[src/rtl/spq_pkg.sv]
// ============================================================================
// spq_pkg
// Shared types and constants for the stable priority queue: status codes,
// command codes, controller states and the controller-to-datapath command.
// ============================================================================
package spq_pkg;

    // Default number of entries the queue can hold.
    localparam int CAPACITY_DEF = 16;

    // Field widths of the item and result channels.
    localparam int HANDLE_W  = 32;
    localparam int TYPE_W    = 16;
    localparam int PRIO_W    = 16;
    localparam int STATUS_W  = 3;
    localparam int OUT_CNT_W = 5;

    // Command codes.
    localparam logic CMD_INSERT = 1'b0;
    localparam logic CMD_REMOVE = 1'b1;

    // Result status codes.
    typedef enum logic [STATUS_W-1:0] {
        ST_OK    = 3'd0,
        ST_DUP   = 3'd1,
        ST_NULL  = 3'd2,
        ST_FULL  = 3'd3,
        ST_EMPTY = 3'd4
    } status_t;

    // Controller states.
    typedef enum logic [1:0] {
        S_IDLE,
        S_CMP,
        S_UPD
    } state_t;

    // Commands from the controller to the datapath.
    typedef struct packed {
        logic load;     // capture the incoming item
        logic compare;  // evaluate the per-cell match and position flags
        logic commit;   // apply the operation and load the result register
    } ctrl_cmd_t;

endpackage

[src/rtl/stable_priority_queue_unit.sv]
// ============================================================================
// stable_priority_queue_unit
// Bounded priority queue of up to CAPACITY entries kept in ascending priority
// order, with first-in, first-out order among equal priorities.
// ============================================================================
//
// Usage:
// The input channel (s_*) carries one command per transfer: an insert of a
// handle, type and signed priority, or a removal of the lowest-priority entry.
// The result channel (m_*) returns exactly one result per command: a status
// code, the removed entry (zero unless a removal succeeds) and the count held
// after the operation.
// Each item passes through the accept cycle, a compare cycle in which every
// storage cell compares its entry against the item in parallel, and an
// update cycle in which the row of cells shifts and the result register
// loads. The result is valid the cycle after the update, and a new command
// is accepted then as well; no new command is accepted while an item is in
// compare or update. The per-cell compare and the single-step shift of the
// cell row keep this sequence independent of CAPACITY.
// A result waiting in the output register does not block the next accept;
// if the receiver still stalls when the next update is due, the update waits
// until the pending result is transferred.
// Reset clears the held count and the control state; the cell contents are
// not cleared, since only entries below the count are ever read.
//
module stable_priority_queue_unit
    import spq_pkg::*;
#(
    parameter int CAPACITY = CAPACITY_DEF
) (
    input  logic                     aclk,
    input  logic                     aresetn,
    input  logic                     s_valid,
    output logic                     s_ready,
    input  logic                     s_cmd,
    input  logic [HANDLE_W-1:0]      s_item_handle,
    input  logic [TYPE_W-1:0]        s_item_type,
    input  logic signed [PRIO_W-1:0] s_priority_req,
    output logic                     m_valid,
    input  logic                     m_ready,
    output logic [STATUS_W-1:0]      m_status,
    output logic [HANDLE_W-1:0]      m_out_handle,
    output logic [TYPE_W-1:0]        m_out_type,
    output logic signed [PRIO_W-1:0] m_out_priority,
    output logic [OUT_CNT_W-1:0]     m_count
);

    // Commands from the sequencer to the cell row.
    ctrl_cmd_t ctrl;

    spq_controller u_ctrl (
        .aclk    (aclk),
        .aresetn (aresetn),
        .s_valid (s_valid),
        .s_ready (s_ready),
        .m_valid (m_valid),
        .m_ready (m_ready),
        .ctrl    (ctrl)
    );

    spq_datapath #(
        .CAPACITY (CAPACITY)
    ) u_dp (
        .aclk         (aclk),
        .aresetn      (aresetn),
        .ctrl         (ctrl),
        .in_cmd       (s_cmd),
        .in_handle    (s_item_handle),
        .in_type      (s_item_type),
        .in_priority  (s_priority_req),
        .res_status   (m_status),
        .res_handle   (m_out_handle),
        .res_type     (m_out_type),
        .res_priority (m_out_priority),
        .res_count    (m_count)
    );

endmodule

[src/rtl/spq_datapath.sv]
// ============================================================================
// spq_datapath
// Row of sorted storage cells with per-cell compare logic, the held count and
// the result register. Each cell compares its own entry in parallel; the
// update shifts the row up (insert) or down (remove) in one step.
// ============================================================================
module spq_datapath
    import spq_pkg::*;
#(
    parameter int CAPACITY = CAPACITY_DEF
) (
    input  logic                     aclk,
    input  logic                     aresetn,
    input  ctrl_cmd_t                ctrl,
    input  logic                     in_cmd,
    input  logic [HANDLE_W-1:0]      in_handle,
    input  logic [TYPE_W-1:0]        in_type,
    input  logic signed [PRIO_W-1:0] in_priority,
    output logic [STATUS_W-1:0]      res_status,
    output logic [HANDLE_W-1:0]      res_handle,
    output logic [TYPE_W-1:0]        res_type,
    output logic signed [PRIO_W-1:0] res_priority,
    output logic [OUT_CNT_W-1:0]     res_count
);

    localparam int CNT_W = $clog2(CAPACITY + 1);

    // Captured item.
    logic                     cmd_reg;
    logic [HANDLE_W-1:0]      handle_reg;
    logic [TYPE_W-1:0]        type_reg;
    logic signed [PRIO_W-1:0] prio_reg;

    // Storage cells, index 0 is the head.
    logic [HANDLE_W-1:0]      cell_h_reg [CAPACITY];
    logic [TYPE_W-1:0]        cell_t_reg [CAPACITY];
    logic signed [PRIO_W-1:0] cell_p_reg [CAPACITY];
    logic [HANDLE_W-1:0]      cell_h_next [CAPACITY];
    logic [TYPE_W-1:0]        cell_t_next [CAPACITY];
    logic signed [PRIO_W-1:0] cell_p_next [CAPACITY];

    logic [CNT_W-1:0]    count_reg;
    logic [CNT_W-1:0]    count_next;

    // Per-cell flags, registered between the compare and update cycles.
    logic [CAPACITY-1:0] match_reg;
    logic [CAPACITY-1:0] shift_reg;
    logic [CAPACITY-1:0] match_next;
    logic [CAPACITY-1:0] shift_next;

    // Result register payload.
    logic [STATUS_W-1:0]      status_reg;
    logic [HANDLE_W-1:0]      oh_reg;
    logic [TYPE_W-1:0]        ot_reg;
    logic signed [PRIO_W-1:0] op_reg;
    logic [STATUS_W-1:0]      status_next;
    logic [HANDLE_W-1:0]      oh_next;
    logic [TYPE_W-1:0]        ot_next;
    logic signed [PRIO_W-1:0] op_next;

    logic is_full;
    logic is_empty;
    logic do_insert;
    logic do_remove;

    genvar gi;

    // A cell takes part in the shift when it is unused or holds a strictly
    // larger priority, so equal priorities keep their arrival order.
    generate
        for (gi = 0; gi < CAPACITY; gi++) begin : g_cell
            always_comb begin
                match_next[gi] = (CNT_W'(gi) < count_reg) && (cell_h_reg[gi] == handle_reg);
                shift_next[gi] = (CNT_W'(gi) >= count_reg) || (prio_reg < cell_p_reg[gi]);
            end

            always_comb begin
                cell_h_next[gi] = cell_h_reg[gi];
                cell_t_next[gi] = cell_t_reg[gi];
                cell_p_next[gi] = cell_p_reg[gi];
                if (do_insert && shift_reg[gi]) begin
                    cell_h_next[gi] = handle_reg;
                    cell_t_next[gi] = type_reg;
                    cell_p_next[gi] = prio_reg;
                    if (gi > 0) begin
                        if (shift_reg[(gi > 0) ? gi - 1 : 0]) begin
                            cell_h_next[gi] = cell_h_reg[(gi > 0) ? gi - 1 : 0];
                            cell_t_next[gi] = cell_t_reg[(gi > 0) ? gi - 1 : 0];
                            cell_p_next[gi] = cell_p_reg[(gi > 0) ? gi - 1 : 0];
                        end
                    end
                end else if (do_remove && (gi < CAPACITY - 1)) begin
                    cell_h_next[gi] = cell_h_reg[(gi < CAPACITY - 1) ? gi + 1 : gi];
                    cell_t_next[gi] = cell_t_reg[(gi < CAPACITY - 1) ? gi + 1 : gi];
                    cell_p_next[gi] = cell_p_reg[(gi < CAPACITY - 1) ? gi + 1 : gi];
                end
            end
        end
    endgenerate

    assign is_full  = (count_reg == CNT_W'(CAPACITY));
    assign is_empty = (count_reg == '0);

    // Operation outcome, in the order the checks take precedence.
    always_comb begin
        status_next = ST_OK;
        oh_next     = '0;
        ot_next     = '0;
        op_next     = '0;
        count_next  = count_reg;
        do_insert   = 1'b0;
        do_remove   = 1'b0;
        if (cmd_reg == CMD_INSERT) begin
            priority if (handle_reg == '0) begin
                status_next = ST_NULL;
            end else if (is_full) begin
                status_next = ST_FULL;
            end else if (|match_reg) begin
                status_next = ST_DUP;
            end else begin
                do_insert  = 1'b1;
                count_next = count_reg + CNT_W'(1);
            end
        end else begin
            if (is_empty) begin
                status_next = ST_EMPTY;
            end else begin
                do_remove  = 1'b1;
                oh_next    = cell_h_reg[0];
                ot_next    = cell_t_reg[0];
                op_next    = cell_p_reg[0];
                count_next = count_reg - CNT_W'(1);
            end
        end
    end

    always_ff @(posedge aclk) begin
        if (!aresetn) begin
            count_reg <= '0;
        end else if (ctrl.commit) begin
            count_reg <= count_next;
        end
    end

    always_ff @(posedge aclk) begin
        if (ctrl.load) begin
            cmd_reg    <= in_cmd;
            handle_reg <= in_handle;
            type_reg   <= in_type;
            prio_reg   <= in_priority;
        end
        if (ctrl.compare) begin
            match_reg <= match_next;
            shift_reg <= shift_next;
        end
        if (ctrl.commit) begin
            cell_h_reg <= cell_h_next;
            cell_t_reg <= cell_t_next;
            cell_p_reg <= cell_p_next;
            status_reg <= status_next;
            oh_reg     <= oh_next;
            ot_reg     <= ot_next;
            op_reg     <= op_next;
        end
    end

    assign res_status   = status_reg;
    assign res_handle   = oh_reg;
    assign res_type     = ot_reg;
    assign res_priority = op_reg;
    assign res_count    = OUT_CNT_W'(count_reg);

`ifndef SYNTHESIS
    // The held count never exceeds the capacity.
    a_count_bound: assert property (@(posedge aclk) disable iff (!aresetn)
        count_reg <= CNT_W'(CAPACITY))
        else $error("held count above capacity");

    // A committed insert that succeeds raises the count by one.
    a_insert_count: assert property (@(posedge aclk) disable iff (!aresetn)
        (ctrl.commit && do_insert) |=> (count_reg == $past(count_reg) + CNT_W'(1)))
        else $error("insert did not raise the count");

    // The shift flags form a thermometer: once set, every higher cell is set.
    a_shift_thermo: assert property (@(posedge aclk) disable iff (!aresetn)
        ctrl.commit |-> ((shift_reg & ~(shift_reg << 1)) == '0
                         || $onehot(shift_reg & ~(shift_reg << 1))))
        else $error("shift flags not contiguous");
`endif

endmodule

[src/rtl/spq_controller.sv]
// ============================================================================
// spq_controller
// Sequencer for the priority queue: accepts one item, steps it through the
// compare and update cycles, and owns the result valid flag.
// ============================================================================
module spq_controller
    import spq_pkg::*;
(
    input  logic      aclk,
    input  logic      aresetn,
    input  logic      s_valid,
    output logic      s_ready,
    output logic      m_valid,
    input  logic      m_ready,
    output ctrl_cmd_t ctrl
);

    state_t state_reg;
    state_t state_next;
    logic   m_valid_reg;
    logic   m_valid_next;
    logic   out_free;

    // The result register is free when empty or being drained this cycle.
    assign out_free = !m_valid_reg || m_ready;

    always_ff @(posedge aclk) begin
        if (!aresetn) begin
            state_reg   <= S_IDLE;
            m_valid_reg <= 1'b0;
        end else begin
            state_reg   <= state_next;
            m_valid_reg <= m_valid_next;
        end
    end

    always_comb begin
        state_next   = state_reg;
        m_valid_next = m_valid_reg && !m_ready;
        ctrl         = '0;
        s_ready      = 1'b0;
        unique case (state_reg)
            S_IDLE: begin
                s_ready   = 1'b1;
                ctrl.load = s_valid;
                if (s_valid) begin
                    state_next = S_CMP;
                end
            end
            S_CMP: begin
                ctrl.compare = 1'b1;
                state_next   = S_UPD;
            end
            S_UPD: begin
                if (out_free) begin
                    ctrl.commit  = 1'b1;
                    m_valid_next = 1'b1;
                    state_next   = S_IDLE;
                end
            end
            default: begin
                state_next = S_IDLE;
            end
        endcase
    end

    assign m_valid = m_valid_reg;

`ifndef SYNTHESIS
    // A commit never overwrites a result that has not been transferred.
    a_no_overwrite: assert property (@(posedge aclk) disable iff (!aresetn)
        ctrl.commit |-> (!m_valid_reg || m_ready))
        else $error("result overwritten before transfer");

    // An accepted item moves to the compare cycle.
    a_accept_next: assert property (@(posedge aclk) disable iff (!aresetn)
        (s_valid && s_ready) |=> (state_reg == S_CMP))
        else $error("accepted item did not enter compare");

    // A commit always presents a result in the next cycle.
    a_commit_valid: assert property (@(posedge aclk) disable iff (!aresetn)
        ctrl.commit |=> m_valid_reg)
        else $error("commit without result");
`endif

endmodule

[config.mk]
export PLATFORM = sky130hd
export DESIGN_NAME = stable_priority_queue_unit
export DESIGN_NICKNAME = d
export VERILOG_FILES = /design/src/rtl/spq_pkg.sv /design/src/rtl/stable_priority_queue_unit.sv /design/src/rtl/spq_datapath.sv /design/src/rtl/spq_controller.sv
export SDC_FILE = /design/constraint.sdc
export NUM_CORES = 2
export LEC_CHECK = 0
export ABC_CLOCK_PERIOD_IN_PS = 8600
export BUFFER_PORTS_ARGS = -buffer_cell sky130_fd_sc_hd__buf_2
export CORE_AREA = 2 2 358 360
export DETAILED_ROUTE_END_ITERATION = 7
export DIE_AREA = 0 0 360 362
export MAX_ROUTING_LAYER = met4
export PLACE_DENSITY = 0.71
export REMOVE_ABC_BUFFERS = 1
export SLEW_MARGIN = 15
export SYNTH_ARGS = -nofsm -noshare
export SYNTH_HDL_FRONTEND = slang
export SYNTH_SLANG_ARGS = --single-unit
[constraint.sdc]
create_clock -name aclk -period 8.6 [get_ports aclk]
set_input_delay 1.72 -clock aclk [delete_from_list [all_inputs] [get_ports aclk]]
set_output_delay 1.72 -clock aclk [all_outputs]
set_load 0.005 [all_outputs]
==> results_dict.tcl <==
set metrics [dict create \
    post_cts_buffers 0 \
    ir_drop_mv 0.191 \
    ys_warn_count 0 \
    grt.total_usage 0.294 \
    slowest_delay_ns 0.75 \
    post-route-drc-count 0 \
    antenna_found_initial 3 \
    synth_edf_count 1188 \
    place_inst 7686 \
    yosys.area.top_type_share 0.517 \
    dp_worst_setup_slack_ns 3.98 \
    worst_ep_required_time_ns 9.00 \
    yosys_most_used_dff "edfxtp_1" \
    fin_crit_sh 0.492 \
    clkLatencyLatePin_ns 0.79 \
    critPathMaxFanout 52 \
    min_path_type "flop to flop" \
    skew_ns 0.0247 \
    largest_reg_flops 512 \
    timing.final.ws_setup_ns 4.37 \
    maxCapViolCount 1 \
    drv_slew 0 \
    drtAntennaViolNets 0 \
    cp_common_cell "buf_4" \
    slowest_stage "buf_4" \
    path_cells "inv_1, ha_1, nand4bb_1, nand3_1, nor2_4, buf_4, nand3_4, a21oi_4, buf_4" \
    clock-sinks 1196 \
    die_y_um 362 \
    synthMuxAreaShare 0.151 \
    yosysTopAreaCell "edfxtp_1" \
    setup_viol 0 \
    ys_seq_elements 1196 \
    synth_simple_gate_area_frac 0.0863 \
    grt_max_degree 105 \
    crit_type "flop to flop" \
    yosys-top-cells-area "edfxtp_1 (52%), mux2i_1 (13%), o21ai_0 (6.8%)" \
    vias 48700 \
    syn_area_per_cell_um2 11.0 \
    rsz0062_at_grt "false" \
    io_pins 143 \
    synthAdderAreaFrac 0.0444 \
    syn_inst 6256 \
    drtIter0Drc 4665 \
    dpl_cell_area_um2 71000 \
    port_buffers 142 \
    reg2reg_depth 9 \
    cts_resized 0 \
    overflow 0 \
    synth_compound_gate_area_share 0.0899 \
    path_clk_slew_ns 0.06 \
    violations "max-capacitance violations" \
    grt_pass1_vias 49700 \
    worst_setup_path_end_kind "flop" \
    start_kind "flop" \
    numCtsBuffers 137 \
    hp-start "u_dp.cell_t_reg[15]$_DFFE_PP_" \
    async_reset_ff_frac 0 \
    wl_per_cell_um 23.8 \
    num_rows 131 \
    startpoint "u_dp.res_count[1]$_SDFFE_PN0P_" \
    hold_depth 2 \
    fmax_ghz 0.236 \
    status "complete, but fails checks" \
    hpwl_um 130000 \
    fin_area_um2 75300 \
    initial_utilization 0.545 \
    drive_gt1_frac 0.0899 \
    die_width_um 360 \
    ys_top_cells_by_count "edfxtp_1 (1188), nand2_1 (943), o21ai_0 (933)" \
    p_per_area_nw_per_um2 169 \
    power_w 0.0127 \
    core_um2 127000 \
    nets 6477 \
    r2r-end "u_dp.cell_t_reg[23]$_DFFE_PP_" \
    synthXorXnorAreaFrac 0.0645 \
    gp_congestion 0.946 \
    r2r-start "u_dp.res_count[1]$_SDFFE_PN0P_" \
    r2r_setup_slack_ns 4.37 \
    root_buffer "clkbuf_16" \
    ys_seq_area_frac 0.519 \
    slew_headroom 0.0275 \
    period_minus_slack_ns 4.23 \
    min_to "u_dp.cell_t_reg[31]$_DFFE_PP_" \
    tritoncts "built" \
    stdcell_count 7939 \
    syn2layout_area_growth_pct 9.14 \
    worst_pin_slew_ns 1.42 \
    htreeDepth 4 \
    yosysMostFrequentCell "edfxtp_1" \
    arrival_ns 4.63 \
    cts_buffer_depth 3 \
    ys_types 56 \
    grt_pass1_wl_um 292000 \
    die-area_um2 130000 \
    postCtsHoldBufs 0 \
    final_hold_viol_count 0 \
    leakage_nw 34.8 \
    synth_area_um2 69000 \
    drt_first_pass_iters 6 \
    via_per_inst 6.14 \
    whs_ns 0.524 \
    drt-total-wl_um 189000 \
    synth_top_family_by_area "multiplexers" \
]
-- cell usage in the layout, fill, tap and decap left out, drive strengths merged, types with 3 or more instances in the layout --
master   count
clkinv      67
and4         3
ha         245
buf        259
nor4       105
or4          6
nand3       41
edfxtp    1188
mux2i      897
xor2       304
nor3        22
a211o       10
inv        276
o211ai      10
o21a         5
nand4       75
or3          4
nand2      943
a2111oi     12
xnor2      204
a21o        45
o31ai       10
a31oi       13
a21oi       89
a211oi      12
and3         5
o21ai      933
nor2b       12
bufinv      11
dfxtp        8
nand2b      24
nor3b        3
nor2        68
mux2       127
and2        52
clkbuf     166
-- cells by family after synthesis --
logic type,Yosys count
mux,1024
xor+xnor,508
buf+inv,759
fa+ha+maj,245
compound gates,1159
simple gates,1365
flops,1196
-- critical path, delay by kind of cell (launching register included) --
family,cells,cell delay [ns]
buf+inv,3,1.32
flops,1,0.55
simple gates,4,0.97
fa+ha+maj,1,0.29
compound gates,1,0.61
-- per-stage QoR --
stage                     setup TNS, ns  utilization
after floorplan                 -775.77            -
after global placement                0        0.560
after detailed placement              0        0.560
after CTS                             0        0.594
after global routing                  0        0.594
final                                 0        0.594
-- cell type report --
| type | count | area, um^2 |
|---|---|---|
| sequential | 1196 | 35800 |
| fill | 10600 | 51400 |
| clock inverter | 86 | 788 |
| multi-input combinational | 4301 | 30500 |
| tap | 1662 | 2080 |
| antenna | 1 | 2.50 |
| inverter | 268 | 1010 |
| timing repair buffer | 259 | 1590 |
| clock buffer | 166 | 3540 |
-- report_power, final --
| group | leakage, nW | total [W] | switching (W) | internal, W |
|---|---|---|---|---|
| clock network | 2.12 | 0.00576 | 0.00248 | 0.00328 |
| logic | 21.9 | 0.000581 | 0.000388 | 0.000193 |
| registers | 10.8 | 0.00640 | 0.0000403 | 0.00636 |
-- worst max path at each step --
stage,end,slack [ns]
floorplan,u_dp.cell_h_reg[100]$_DFFE_PP_,-0.93
global placement,u_dp.cell_t_reg[5]$_DFFE_PP_,3.99
detailed placement,u_dp.cell_t_reg[8]$_DFFE_PP_,3.98
CTS,u_dp.cell_t_reg[23]$_DFFE_PP_,4.36
global route,u_dp.cell_t_reg[23]$_DFFE_PP_,4.05
finish,u_dp.cell_t_reg[23]$_DFFE_PP_,4.37
-- layer usage --
layer	global-route usage	vias to the layer above	share of wire
li1	-	22300	-
met1	0.370	24400	0.41
met5	-	-	0
met3	0.0387	351	0.060
met4	0.0945	0	0.029
met2	0.494	1648	0.50
Power figures use the tool's default switching activity.
